### src/rtl/dcs_pkg.sv
// Shared constants for the depth contrast stretch block.
// No dependencies; imported by the divider, the top level and the testbench.
`default_nettype none

package dcs_pkg;

  localparam int unsigned GRAY_W    = 8;
  localparam int unsigned QUOT_BITS = 8;
  localparam logic [GRAY_W-1:0] GRAY_MAX = 8'd255;
  localparam logic [GRAY_W-1:0] GRAY_MIN = 8'd0;

  // item kind codes
  localparam logic KIND_RANGE = 1'b0;
  localparam logic KIND_SCALE = 1'b1;

endpackage

`default_nettype wire

### src/rtl/dcs_range_track.sv
// Running minimum/maximum of the range-finding pass samples.
// No dependencies.
`default_nettype none

module dcs_range_track #(
  parameter int unsigned SW = 16
) (
  input  wire logic                 clk_i,
  input  wire logic                 rst_ni,
  input  wire logic                 upd_i,
  input  wire logic                 first_i,
  input  wire logic signed [SW-1:0] sample_i,
  output logic signed [SW-1:0]      min_o,
  output logic signed [SW-1:0]      max_o
);

  localparam logic signed [SW-1:0] SMAX = {1'b0, {(SW-1){1'b1}}};
  localparam logic signed [SW-1:0] SMIN = {1'b1, {(SW-1){1'b0}}};

  logic signed [SW-1:0] min_q, min_d;
  logic signed [SW-1:0] max_q, max_d;

  always_comb begin
    min_d = min_q;
    max_d = max_q;
    if (upd_i) begin
      if (first_i) begin
        min_d = sample_i;
        max_d = sample_i;
      end else begin
        if (sample_i > max_q) max_d = sample_i;
        if (sample_i < min_q) min_d = sample_i;
      end
    end
  end

  always_ff @(posedge clk_i or negedge rst_ni) begin
    if (!rst_ni) begin
      min_q <= SMAX;
      max_q <= SMIN;
    end else begin
      min_q <= min_d;
      max_q <= max_d;
    end
  end

  assign min_o = min_q;
  assign max_o = max_q;

endmodule

`default_nettype wire

### src/rtl/dcs_div.sv
// Restoring divider: one quotient bit per cycle shifted into a register.
// Depends on dcs_pkg (QUOT_BITS). Quotient must fit QUOT_BITS bits.
`default_nettype none

module dcs_div
  import dcs_pkg::*;
#(
  parameter int unsigned DW = 16
) (
  input  wire logic                      clk_i,
  input  wire logic                      rst_ni,
  input  wire logic                      start_i,
  input  wire logic [DW+QUOT_BITS-1:0]   dividend_i,
  input  wire logic [DW-1:0]             divisor_i,
  output logic                           done_o,
  output logic [QUOT_BITS-1:0]           quot_o
);

  localparam int unsigned RW    = DW + QUOT_BITS;
  localparam int unsigned CNT_W = $clog2(QUOT_BITS);

  logic [RW-1:0]        rem_q;
  logic [RW-1:0]        den_q;
  logic [QUOT_BITS-1:0] quo_q;
  logic [CNT_W-1:0]     cnt_q;
  logic                 busy_q;
  logic                 done_q;
  logic [RW:0]          diff;
  logic                 fits;

  assign diff = {1'b0, rem_q} - {1'b0, den_q};
  assign fits = ~diff[RW];

  always_ff @(posedge clk_i or negedge rst_ni) begin
    if (!rst_ni) begin
      busy_q <= 1'b0;
      done_q <= 1'b0;
      cnt_q  <= '0;
    end else begin
      done_q <= 1'b0;
      if (start_i) begin
        busy_q <= 1'b1;
        cnt_q  <= CNT_W'(QUOT_BITS - 1);
      end else if (busy_q) begin
        if (cnt_q == '0) begin
          busy_q <= 1'b0;
          done_q <= 1'b1;
        end else begin
          cnt_q <= cnt_q - 1'b1;
        end
      end
    end
  end

  // divisor starts aligned to the top quotient bit and walks right
  always_ff @(posedge clk_i) begin
    if (start_i) begin
      rem_q <= dividend_i;
      den_q <= {1'b0, divisor_i, {(QUOT_BITS-1){1'b0}}};
      quo_q <= '0;
    end else if (busy_q) begin
      if (fits) rem_q <= diff[RW-1:0];
      den_q <= {1'b0, den_q[RW-1:1]};
      quo_q <= {quo_q[QUOT_BITS-2:0], fits};
    end
  end

  assign done_o = done_q;
  assign quot_o = quo_q;

endmodule

`default_nettype wire

### src/rtl/depth_contrast_stretch.sv
// Depth contrast stretch: min/max tracking pass, then scaling to 8-bit gray.
// Range-pass beats: taken one per cycle while idle, no result.
// Scale-pass beats: offset, classify, 8-step restoring divider, divider done,
// output load (held while the output is full and stalled); the divider is
// skipped when clamped. The next beat is taken only once the block is idle again.
// Async active-low reset: min = largest positive, max = most negative.
`default_nettype none

module depth_contrast_stretch
  import dcs_pkg::*;
#(
  parameter int unsigned SAMPLE_BITS = 16
) (
  input  wire logic                          clk_i,
  input  wire logic                          rst_ni,
  input  wire logic                          in_valid_i,
  output logic                               in_ready_o,
  input  wire logic                          kind_i,
  input  wire logic                          first_of_frame_i,
  input  wire logic signed [SAMPLE_BITS-1:0] depth_sample_i,
  output logic                               out_valid_o,
  input  wire logic                          out_ready_i,
  output logic [GRAY_W-1:0]                  gray_level_o
);

  localparam int unsigned SW = SAMPLE_BITS;
  localparam int unsigned NW = SW + QUOT_BITS;

  typedef enum logic [2:0] {
    ST_IDLE,
    ST_PREP,
    ST_CLASS,
    ST_DIV,
    ST_HOLD
  } state_e;

  state_e              state_q;
  logic                out_valid_q;
  logic [GRAY_W-1:0]   gray_q;
  logic [GRAY_W-1:0]   res_q;
  logic signed [SW-1:0] v_q;
  logic signed [SW:0]  num_q;
  logic signed [SW:0]  rng_q;

  logic                in_beat;
  logic                trk_upd;
  logic signed [SW-1:0] min_w, max_w;
  logic                div_start;
  logic                div_done;
  logic [QUOT_BITS-1:0] div_quot;
  logic [SW-1:0]       num_u;
  logic [NW-1:0]       dividend;
  logic                out_free;

  assign in_ready_o = (state_q == ST_IDLE);
  assign in_beat    = in_valid_i && in_ready_o;
  assign trk_upd    = in_beat && (kind_i == KIND_RANGE);
  assign out_free   = !out_valid_q || out_ready_i;

  dcs_range_track #(.SW(SW)) u_track (
    .clk_i    (clk_i),
    .rst_ni   (rst_ni),
    .upd_i    (trk_upd),
    .first_i  (first_of_frame_i),
    .sample_i (depth_sample_i),
    .min_o    (min_w),
    .max_o    (max_w)
  );

  // dividend = num*255 = (num << 8) - num, num = v - min; only used when 0 < num < range
  assign num_u    = num_q[SW-1:0];
  assign dividend = {num_u, {QUOT_BITS{1'b0}}} - {{QUOT_BITS{1'b0}}, num_u};
  assign div_start = (state_q == ST_CLASS) && (rng_q > 0) && (num_q > 0)
                     && (num_q < rng_q);

  dcs_div #(.DW(SW)) u_div (
    .clk_i      (clk_i),
    .rst_ni     (rst_ni),
    .start_i    (div_start),
    .dividend_i (dividend),
    .divisor_i  (rng_q[SW-1:0]),
    .done_o     (div_done),
    .quot_o     (div_quot)
  );

  always_ff @(posedge clk_i or negedge rst_ni) begin
    if (!rst_ni) begin
      state_q     <= ST_IDLE;
      out_valid_q <= 1'b0;
      gray_q      <= '0;
    end else begin
      out_valid_q <= (out_valid_q && !out_ready_i) || ((state_q == ST_HOLD) && out_free);
      case (state_q)
        ST_IDLE: begin
          if (in_beat && (kind_i == KIND_SCALE)) state_q <= ST_PREP;
        end
        ST_PREP:  state_q <= ST_CLASS;
        ST_CLASS: state_q <= div_start ? ST_DIV : ST_HOLD;
        ST_DIV: begin
          if (div_done) state_q <= ST_HOLD;
        end
        ST_HOLD: begin
          if (out_free) begin
            gray_q  <= res_q;
            state_q <= ST_IDLE;
          end
        end
        default: state_q <= ST_IDLE;
      endcase
    end
  end

  always_ff @(posedge clk_i) begin
    if (in_beat) v_q <= depth_sample_i;
    if (state_q == ST_PREP) begin
      num_q <= {v_q[SW-1], v_q} - {min_w[SW-1], min_w};
      rng_q <= {max_w[SW-1], max_w} - {min_w[SW-1], min_w};
    end
    if (state_q == ST_CLASS) begin
      // empty range (no samples), flat range, at/below min, at/above max
      if (rng_q < 0)           res_q <= GRAY_MIN;
      else if (rng_q == 0)     res_q <= (num_q > 0) ? GRAY_MAX : GRAY_MIN;
      else if (num_q <= 0)     res_q <= GRAY_MIN;
      else if (num_q >= rng_q) res_q <= GRAY_MAX;
    end
    if ((state_q == ST_DIV) && div_done) res_q <= div_quot;
  end

  assign out_valid_o  = out_valid_q;
  assign gray_level_o = gray_q;

endmodule

`default_nettype wire

### config.mk
export PLATFORM = sky130hd
export DESIGN_NAME = depth_contrast_stretch
export DESIGN_NICKNAME = d
export VERILOG_FILES = /design/src/rtl/dcs_pkg.sv /design/src/rtl/dcs_range_track.sv /design/src/rtl/dcs_div.sv /design/src/rtl/depth_contrast_stretch.sv
export SDC_FILE = /design/constraint.sdc
export NUM_CORES = 1
export LEC_CHECK = 0
export ABC_CLOCK_PERIOD_IN_PS = 5000
export BUFFER_PORTS_ARGS = -buffer_cell sky130_fd_sc_hd__buf_4
export CAP_MARGIN = 10
export CORE_UTILIZATION = 30
export DETAILED_ROUTE_END_ITERATION = 12
export PLACE_DENSITY = 0.51
export SYNTH_ARGS = -nofsm -noshare
export SYNTH_HDL_FRONTEND = slang
export SYNTH_SLANG_ARGS = --single-unit
### constraint.sdc
create_clock -name clk_i -period 5 [get_ports clk_i]
set_input_delay 0.25 -clock clk_i [delete_from_list [all_inputs] [get_ports clk_i]]
set_output_delay 0.25 -clock clk_i [all_outputs]
set_load 0.02 [all_outputs]
Word level (Yosys, flattened, before mapping)

Index checks and enable logic that the tools add are counted.

Bitwise operators: 2
Add/sub/neg operators: 5
$lt $le $gt $ge: 8
Multiplexer cells: 30
Div/mod/pow operators: 0
Shift-type cells: 0
$mul: 0
Equal/unequal tests: 9
Reduce and logical (&&, ||, !) cells: 28

Operators with widths:

| cell                | count |
|---|---|
| $mux 24             | 3 |
| $mux 16             | 4 |
| $mux 8              | 7 |
| $mux 23             | 2 |
| $gt 17x1->1 const B | 2 |
| $sub 16x16->17      | 2 |
| $logic_not 32->1    | 1 |
| $sub 24x23->25      | 1 |
| $sub 24x16->24      | 1 |
| $mux 3              | 7 |
| $ge 17x17->1        | 1 |
| $le 17x1->1 const B | 1 |
| $lt 17x1->1 const B | 1 |
| $lt 17x17->1        | 1 |
| $gt 16x16->1        | 1 |
| $lt 16x16->1        | 1 |
| $pmux 3 s5          | 1 |
| $reduce_and 2->1    | 6 |
| $logic_and 1x1->1   | 9 |
| $reduce_bool 2->1   | 4 |
| $eq 3x2->1 const B  | 2 |
| $logic_not 3->1     | 2 |
| $mux 1              | 6 |
| $ne 2x2->1 const B  | 3 |
| other kinds (9)     | 13 |

Register bits after elaboration: 162
Bits in read-only memories: 0
Bits in writable memories: 0
Word-level logic and storage cells: 98
Latch bits: 0
Bits of input ports: 22
Memories: 0

Logic depth before layout (Yosys ltp)

Word-level depth: 7
Depth in mapped cells: 12
Depth with buffers taken out: 11

Cells and area by module

Synthesis repeated with hierarchy kept, for this count alone.

Cell total of the unflattened synthesis: 1121
Area, all modules: 11060.6 µm²

Modules (own cells, without submodules):

| module                 | cells each | times used | area an instance (µm²) |
|---|---|---|---|
| depth_contrast_stretch | 485        | 1          | 4933.5 |
| dcs_div                | 453        | 1          | 4031.4 |
| dcs_range_track        | 183        | 1          | 2095.8 |

Least setup slack after synthesis

OpenSTA, ideal clock, no wires.

Kind: register to register
Start: reg num_q[10]
End: reg u_div.rem_q[0], enable pin
Library setup time: 0.420 ns
Setup slack: 0.934 ns
Path buffers: 2
Data required time: 4.580 ns
Cell stages (with the launch flop): 12
Arrival time: 3.646 ns
Cell sequence: edfxtp_1 -> ha_1 -> a21o_1 -> a221o_1 -> a221oi_2 -> o21ai_1 -> nor4_1 -> or2_1 -> buf_6 -> buf_6 -> nor2_1 -> a31oi_1

Word-level cells in the longest chain between the ends: 5
Elaborated cells on any way between the ends: 7

RTL lines:

| what                                                             | line                          | source |
|---|---|---|
| start: declaration                                               | depth_contrast_stretch.sv:42  | `logic signed [SW:0] num_q;` |
| start signal: assignment                                         | depth_contrast_stretch.sv:116 | `num_q <= {v_q[SW-1], v_q} - {min_w[SW-1], min_w};` |
| $gt 17x1->1                                                      | depth_contrast_stretch.sv:73  | `assign div_start = (state_q == ST_CLASS) && (rng_q > 0) && (num_q > 0)` |
| $logic_and 1x1->1                                                | depth_contrast_stretch.sv:73  |  |
| $logic_and 1x1->1 (*)                                            | depth_contrast_stretch.sv:74  | `&& (num_q < rng_q);` |
| $ne 2x2->1 (no line) / $reduce_bool 2->1 (equally long branches) | n/a                           |  |
| $reduce_and 2->1 (no line) (*)                                   | n/a                           |  |
| end signal: assignment                                           | dcs_div.sv:58                 | `rem_q <= dividend_i;` |
| end signal: assignment                                           | dcs_div.sv:62                 | `if (fits) rem_q <= diff[RW-1:0];` |
| end: declaration                                                 | dcs_div.sv:22                 | `logic [RW-1:0] rem_q;` |

Mark *: on every way between the ends. The rest lies on a longest branch, timed or not.
A chain may end at the register's enable or synchronous reset.

Worst setup path after layout

Start: reg num_q[10]
End: reg u_div.rem_q[16], data pin

Word-level cells in the longest chain between the ends: 4
Elaborated cells on any way between the ends: 6

RTL lines:

| what              | line                         | source |
|---|---|---|
| $gt 17x1->1       | depth_contrast_stretch.sv:73 |  |
| $logic_and 1x1->1 | depth_contrast_stretch.sv:73 |  |
| $logic_and 1x1->1 | depth_contrast_stretch.sv:74 |  |
| $mux 24 (*)       | dcs_div.sv:57                | `if (start_i) begin` |

Marks and branches as above.

==> results.md <==
- Source-to-sink clock delay at the later pin of the worst-skew pair: approximately 0.43 ns
- Filler Cells Inserted: 3601
- First-pass GRT wire length: around 39000 um
- Storage element area: roughly 0.0045 mm^2
- Leakage power summed over all cells: 0.005078 uW
- X dimension of the die: ~190 um
- Number of buffers and inverters on the critical path: 1
- Cell types with the largest area share after synthesis: sky130_fd_sc_hd__edfxtp_1 28%, sky130_fd_sc_hd__ha_1 14%, sky130_fd_sc_hd__dfrtp_1 7.8%, sky130_fd_sc_hd__mux2_2 4.2%, sky130_fd_sc_hd__dfstp_2 4.0%
- Number of buffers created by CTS: 17
- HPWL after detailed placement: 18360 um
- Clock root buffer: sky130_fd_sc_hd__clkbuf_16
- Crit Path Max Fanout: 68
- Worst Setup Path Type: flop to flop
- Arr. time, crit path: 3.74 ns
- Post-synthesis net count: between 1000 and 1500
- Commonest cells after routing, fill and taps aside: 114 x sky130_fd_sc_hd__ha_1, 112 x sky130_fd_sc_hd__inv_1, 98 x sky130_fd_sc_hd__edfxtp_1
- Slew @ Worst Pin: approximately 1.1 ns
- Wire length reported by the detailed router: 23710 um
- Initial cell density of the core: 0.3055
- Initial DRC count: roughly 600
- CTS H-tree depth: 4
- Buffer depth of the longest clock path: 2
- Pin count of the biggest net entering global routing: slightly below 70
- Fraction of synthesis flops using an asynchronous set or reset pin: 0.3025
- Power density over cell area: 796.4 mW/mm^2
- Post-synthesis instance total: between 1000 and 1500
- Cell type with the highest aggregate area in the netlist: sky130_fd_sc_hd__edfxtp_1
- Number of warnings printed during yosys synthesis: 0
- Startpoint class of the critical path: flop
- Synth Area in Simple Gates: 0.1210
- TritonCTS clock tree: done
- Top flip-flop cell by instance count after synthesis: sky130_fd_sc_hd__edfxtp_1
- Number of standard cells in the layout, taps in and fillers out: about 1500
- GRT Residual Overflow: 0
- Achievable Freq: 281.3 MHz
- Count of antenna-violating nets left after detailed routing: 0
- Hold path depth: 1
- Number of I/O pins: 32
- Final Skew: approximately 0.012 ns
- Fraction of final layout cells sized beyond drive strength 1: 0.1373
- Area Overhead vs Synth: 12.90%
- Final count of negative-setup-slack endpoints: 0
- Area share of fa/ha/maj cells after synthesis: 0.1409
- Post-synthesis cell area: around 0.011 mm^2
- Number of clock sinks seen by CTS: about 160
- Number of library cell types mapped by synthesis: 73
- R2R Path Start: num_q[10]$_DFFE_PP_
- Total vias in the final route: ~7400
- Average wire per cell in the routed design: between 15 and 20 um
- Critical path's largest stage delay: about 0.57 ns
- Final Net Count: approximately 1200
- Worst setup slack for register-to-register paths: around 1.4 ns
- Post-Route Setup TNS: 0 ns
- Via count of the first global-routing pass: 7442
- Sequential area share after synthesis: 0.4255
- Seq cells post-synth: around 160
- Run status: completed
- Dominant combinational cell family by area after synthesis: compound AO/OA/AOI/OAI gates
- Final-report hold violation count: 0
- Clock-pin slew reported for the worst setup and hold paths after clock tree synthesis: approximately 0.060 ns
- Most common library cell in the layout ignoring fill and taps: sky130_fd_sc_hd__ha_1
- Worst hold-check path type: input pin to flop
- Crit path time final: between 3 and 4 ns
- Mean area per synthesized cell: roughly 10 um^2
- Category of the worst setup path capture point: flop
- Combined global-route utilization of all metal layers: 0.1373
- Multi-input gate area: 0.005528 mm^2
- Peak supply drop: ~0.35 mV
- Area share of the largest cell type after synthesis: 0.2789
- Total DRC errors in the routed layout: 0
- Number of buffer cells added on primary ports: 31
- Average via count per standard cell: a little under 5
- Max-cap check violation count: 0
- Antenna violations before repair: 0
- Cell family with the largest share of critical-path delay: compound AO/OA/AOI/OAI gates
- GPL Wtd Cong: ~0.83
- Worst relative slew slack: 0.2890
- Number of max-slew violations in the final report: 0
- Unrepaired setup endpoints after global routing: no
- Power after layout: 9487 uW
- Fraction of synthesized area in multiplexers: 0.06012
- Compound-Gate Fraction of Synth Area: 0.1486
- Placed cells: between 1000 and 1500
- Hold Path Sink: v_q[0]$_DFFE_PP_
- Final period util: 0.7110
- Diodes inserted: 0
- Core area: 0.03454 mm^2
- Crit path cell chain: ha_1 > a21o_1 > a221o_1 > a221oi_2 > o21ai_1 > nor4_1 > or2_2 > buf_4 > mux2_4
- Number of enable-type register cells in the synthesized netlist: 98
- Standard-cell rows: 68
- Worst endpoint required time: between 5 and 6 ns
- End of the worst register-to-register path: u_div.rem_q[16]$_DFFE_PP_
- Die extent in y: 189.5 um
- Number of cells on the worst reg-to-reg path: 9
- Startpoint of the tightest hold check path: depth_sample_i[0]
- Floorplan die area: ~0.036 mm^2
- Share of the synthesized netlist area taken by xor and xnor gates: 0.05229
- Master of the slowest instance on the critical path: sky130_fd_sc_hd__buf_4
- Detailed-router iteration count before antenna repair: 6
-- per-layer routing --
| layer | part of all wire | GRT usage | vias up | wire, um |
|---|---|---|---|---|
| li1 | - | - | 3782 | - |
| met1 | 0.49 | 0.1849 | 3551 | 11680 |
| met2 | 0.47 | 0.2256 | 96 | 11170 |
| met3 | 0.023 | 0.02232 | 17 | 554 |
| met4 | 0.013 | 0.04001 | 0 | 306 |
| met5 | 0 | 0 | - | 0 |
-- per-stage QoR --
| stage | setup slack [ns] | cell area (um^2) | utilization | hold slack [ns] |
|---|---|---|---|---|
| global route | 1.232 | 11910 | 0.3449 | 0.007323 |
| global placement | 1.500 | 11280 | 0.3267 | 0.3337 |
| floorplan | 0.9338 | 10550 | - | -0.04559 |
| finish | 1.445 | 11910 | 0.3449 | 0.02817 |
| CTS | 1.380 | 11910 | 0.3446 | 0.009943 |
| detailed placement | 1.410 | 11280 | 0.3267 | 0.3307 |
-- how the worst max path moves through the flow --
| stage | start | endpoint | slack, ns | cells past startpoint |
|---|---|---|---|---|
| 2_1_floorplan | num_q[10]$_DFFE_PP_ | u_div.rem_q[0]$_DFFE_PP_ | 0.93 | 11 |
| 4_1_cts | num_q[10]$_DFFE_PP_ | res_q[0]$_DFFE_PP_ | 1.38 | 9 |
| 3_5_place_dp | num_q[10]$_DFFE_PP_ | res_q[5]$_DFFE_PP_ | 1.41 | 9 |
| 6_report | num_q[10]$_DFFE_PP_ | u_div.rem_q[16]$_DFFE_PP_ | 1.44 | 9 |
| 5_1_grt | num_q[10]$_DFFE_PP_ | u_div.rem_q[16]$_DFFE_PP_ | 1.23 | 9 |
| 3_3_place_gp | num_q[10]$_DFFE_PP_ | res_q[5]$_DFFE_PP_ | 1.50 | 9 |
-- what timing repair did --
item                                   4_1_cts  5_1_grt
hold buffers                                 1        0
setup buffers                                0        0
setup endpoints to repair                    0        0
endpoints found under the hold margin       33        0
gates resized for setup                      0        0
-- cell usage after synthesis, types with 21 or more instances --
cell / number
sky130_fd_sc_hd__nor2_1: 68
sky130_fd_sc_hd__a21oi_1: 63
sky130_fd_sc_hd__edfxtp_1: 98
sky130_fd_sc_hd__mux2_2: 39
sky130_fd_sc_hd__o21ai_0: 39
sky130_fd_sc_hd__dfrtp_1: 33
sky130_fd_sc_hd__nand2_1: 64
sky130_fd_sc_hd__nand3_1: 21
sky130_fd_sc_hd__nor3_1: 21
sky130_fd_sc_hd__ha_1: 114
sky130_fd_sc_hd__inv_1: 112
sky130_fd_sc_hd__o31ai_1: 21
sky130_fd_sc_hd__a21o_1: 24
sky130_fd_sc_hd__xnor2_1: 45
-- area by class of cell --
cell class / count / share of cell area
Inverter: 112 / 0.03529
Multi-Input combinational cell: 726 / 0.4640
Clock buffer: 18 / 0.03603
Timing Repair Buffer: 39 / 0.02479
Tap cell: 455 / 0.04779
Sequential cell: 162 / 0.3769
Clock inverter: 14 / 0.01523
-- power by group --
group	total, uW	switching [uW]	leakage [uW]	internal, uW
clock	1380	548	0.000307	834
combinational	5230	2940	0.00317	2280
sequential	2880	478	0.00160	2400
total	9490	3970	0.00508	5520
-- sequential cells by signal, summed over array words and instances, names as in the netlist, 8 cells and up --
| register | flops |
|---|---|
| v_q | 16 |
| u_div.rem_q | 24 |
| num_q | 17 |
| u_track.max_o | 16 |
| res_q | 8 |
| u_div.den_q | 23 |
| u_div.quot_o | 8 |
| u_track.min_o | 16 |
| gray_level_o | 8 |
| rng_q | 17 |
-- logic make-up after synthesis --
kind of cell | count (synthesis)
buffers and inverters | 135
and+or+nand+nor | 260
AOI/OAI and AO/OA | 228
xor gates and xnor gates | 63
adders and majority gates | 117
muxes | 58
DFF | 162
Power figures use the tool's default switching activity.
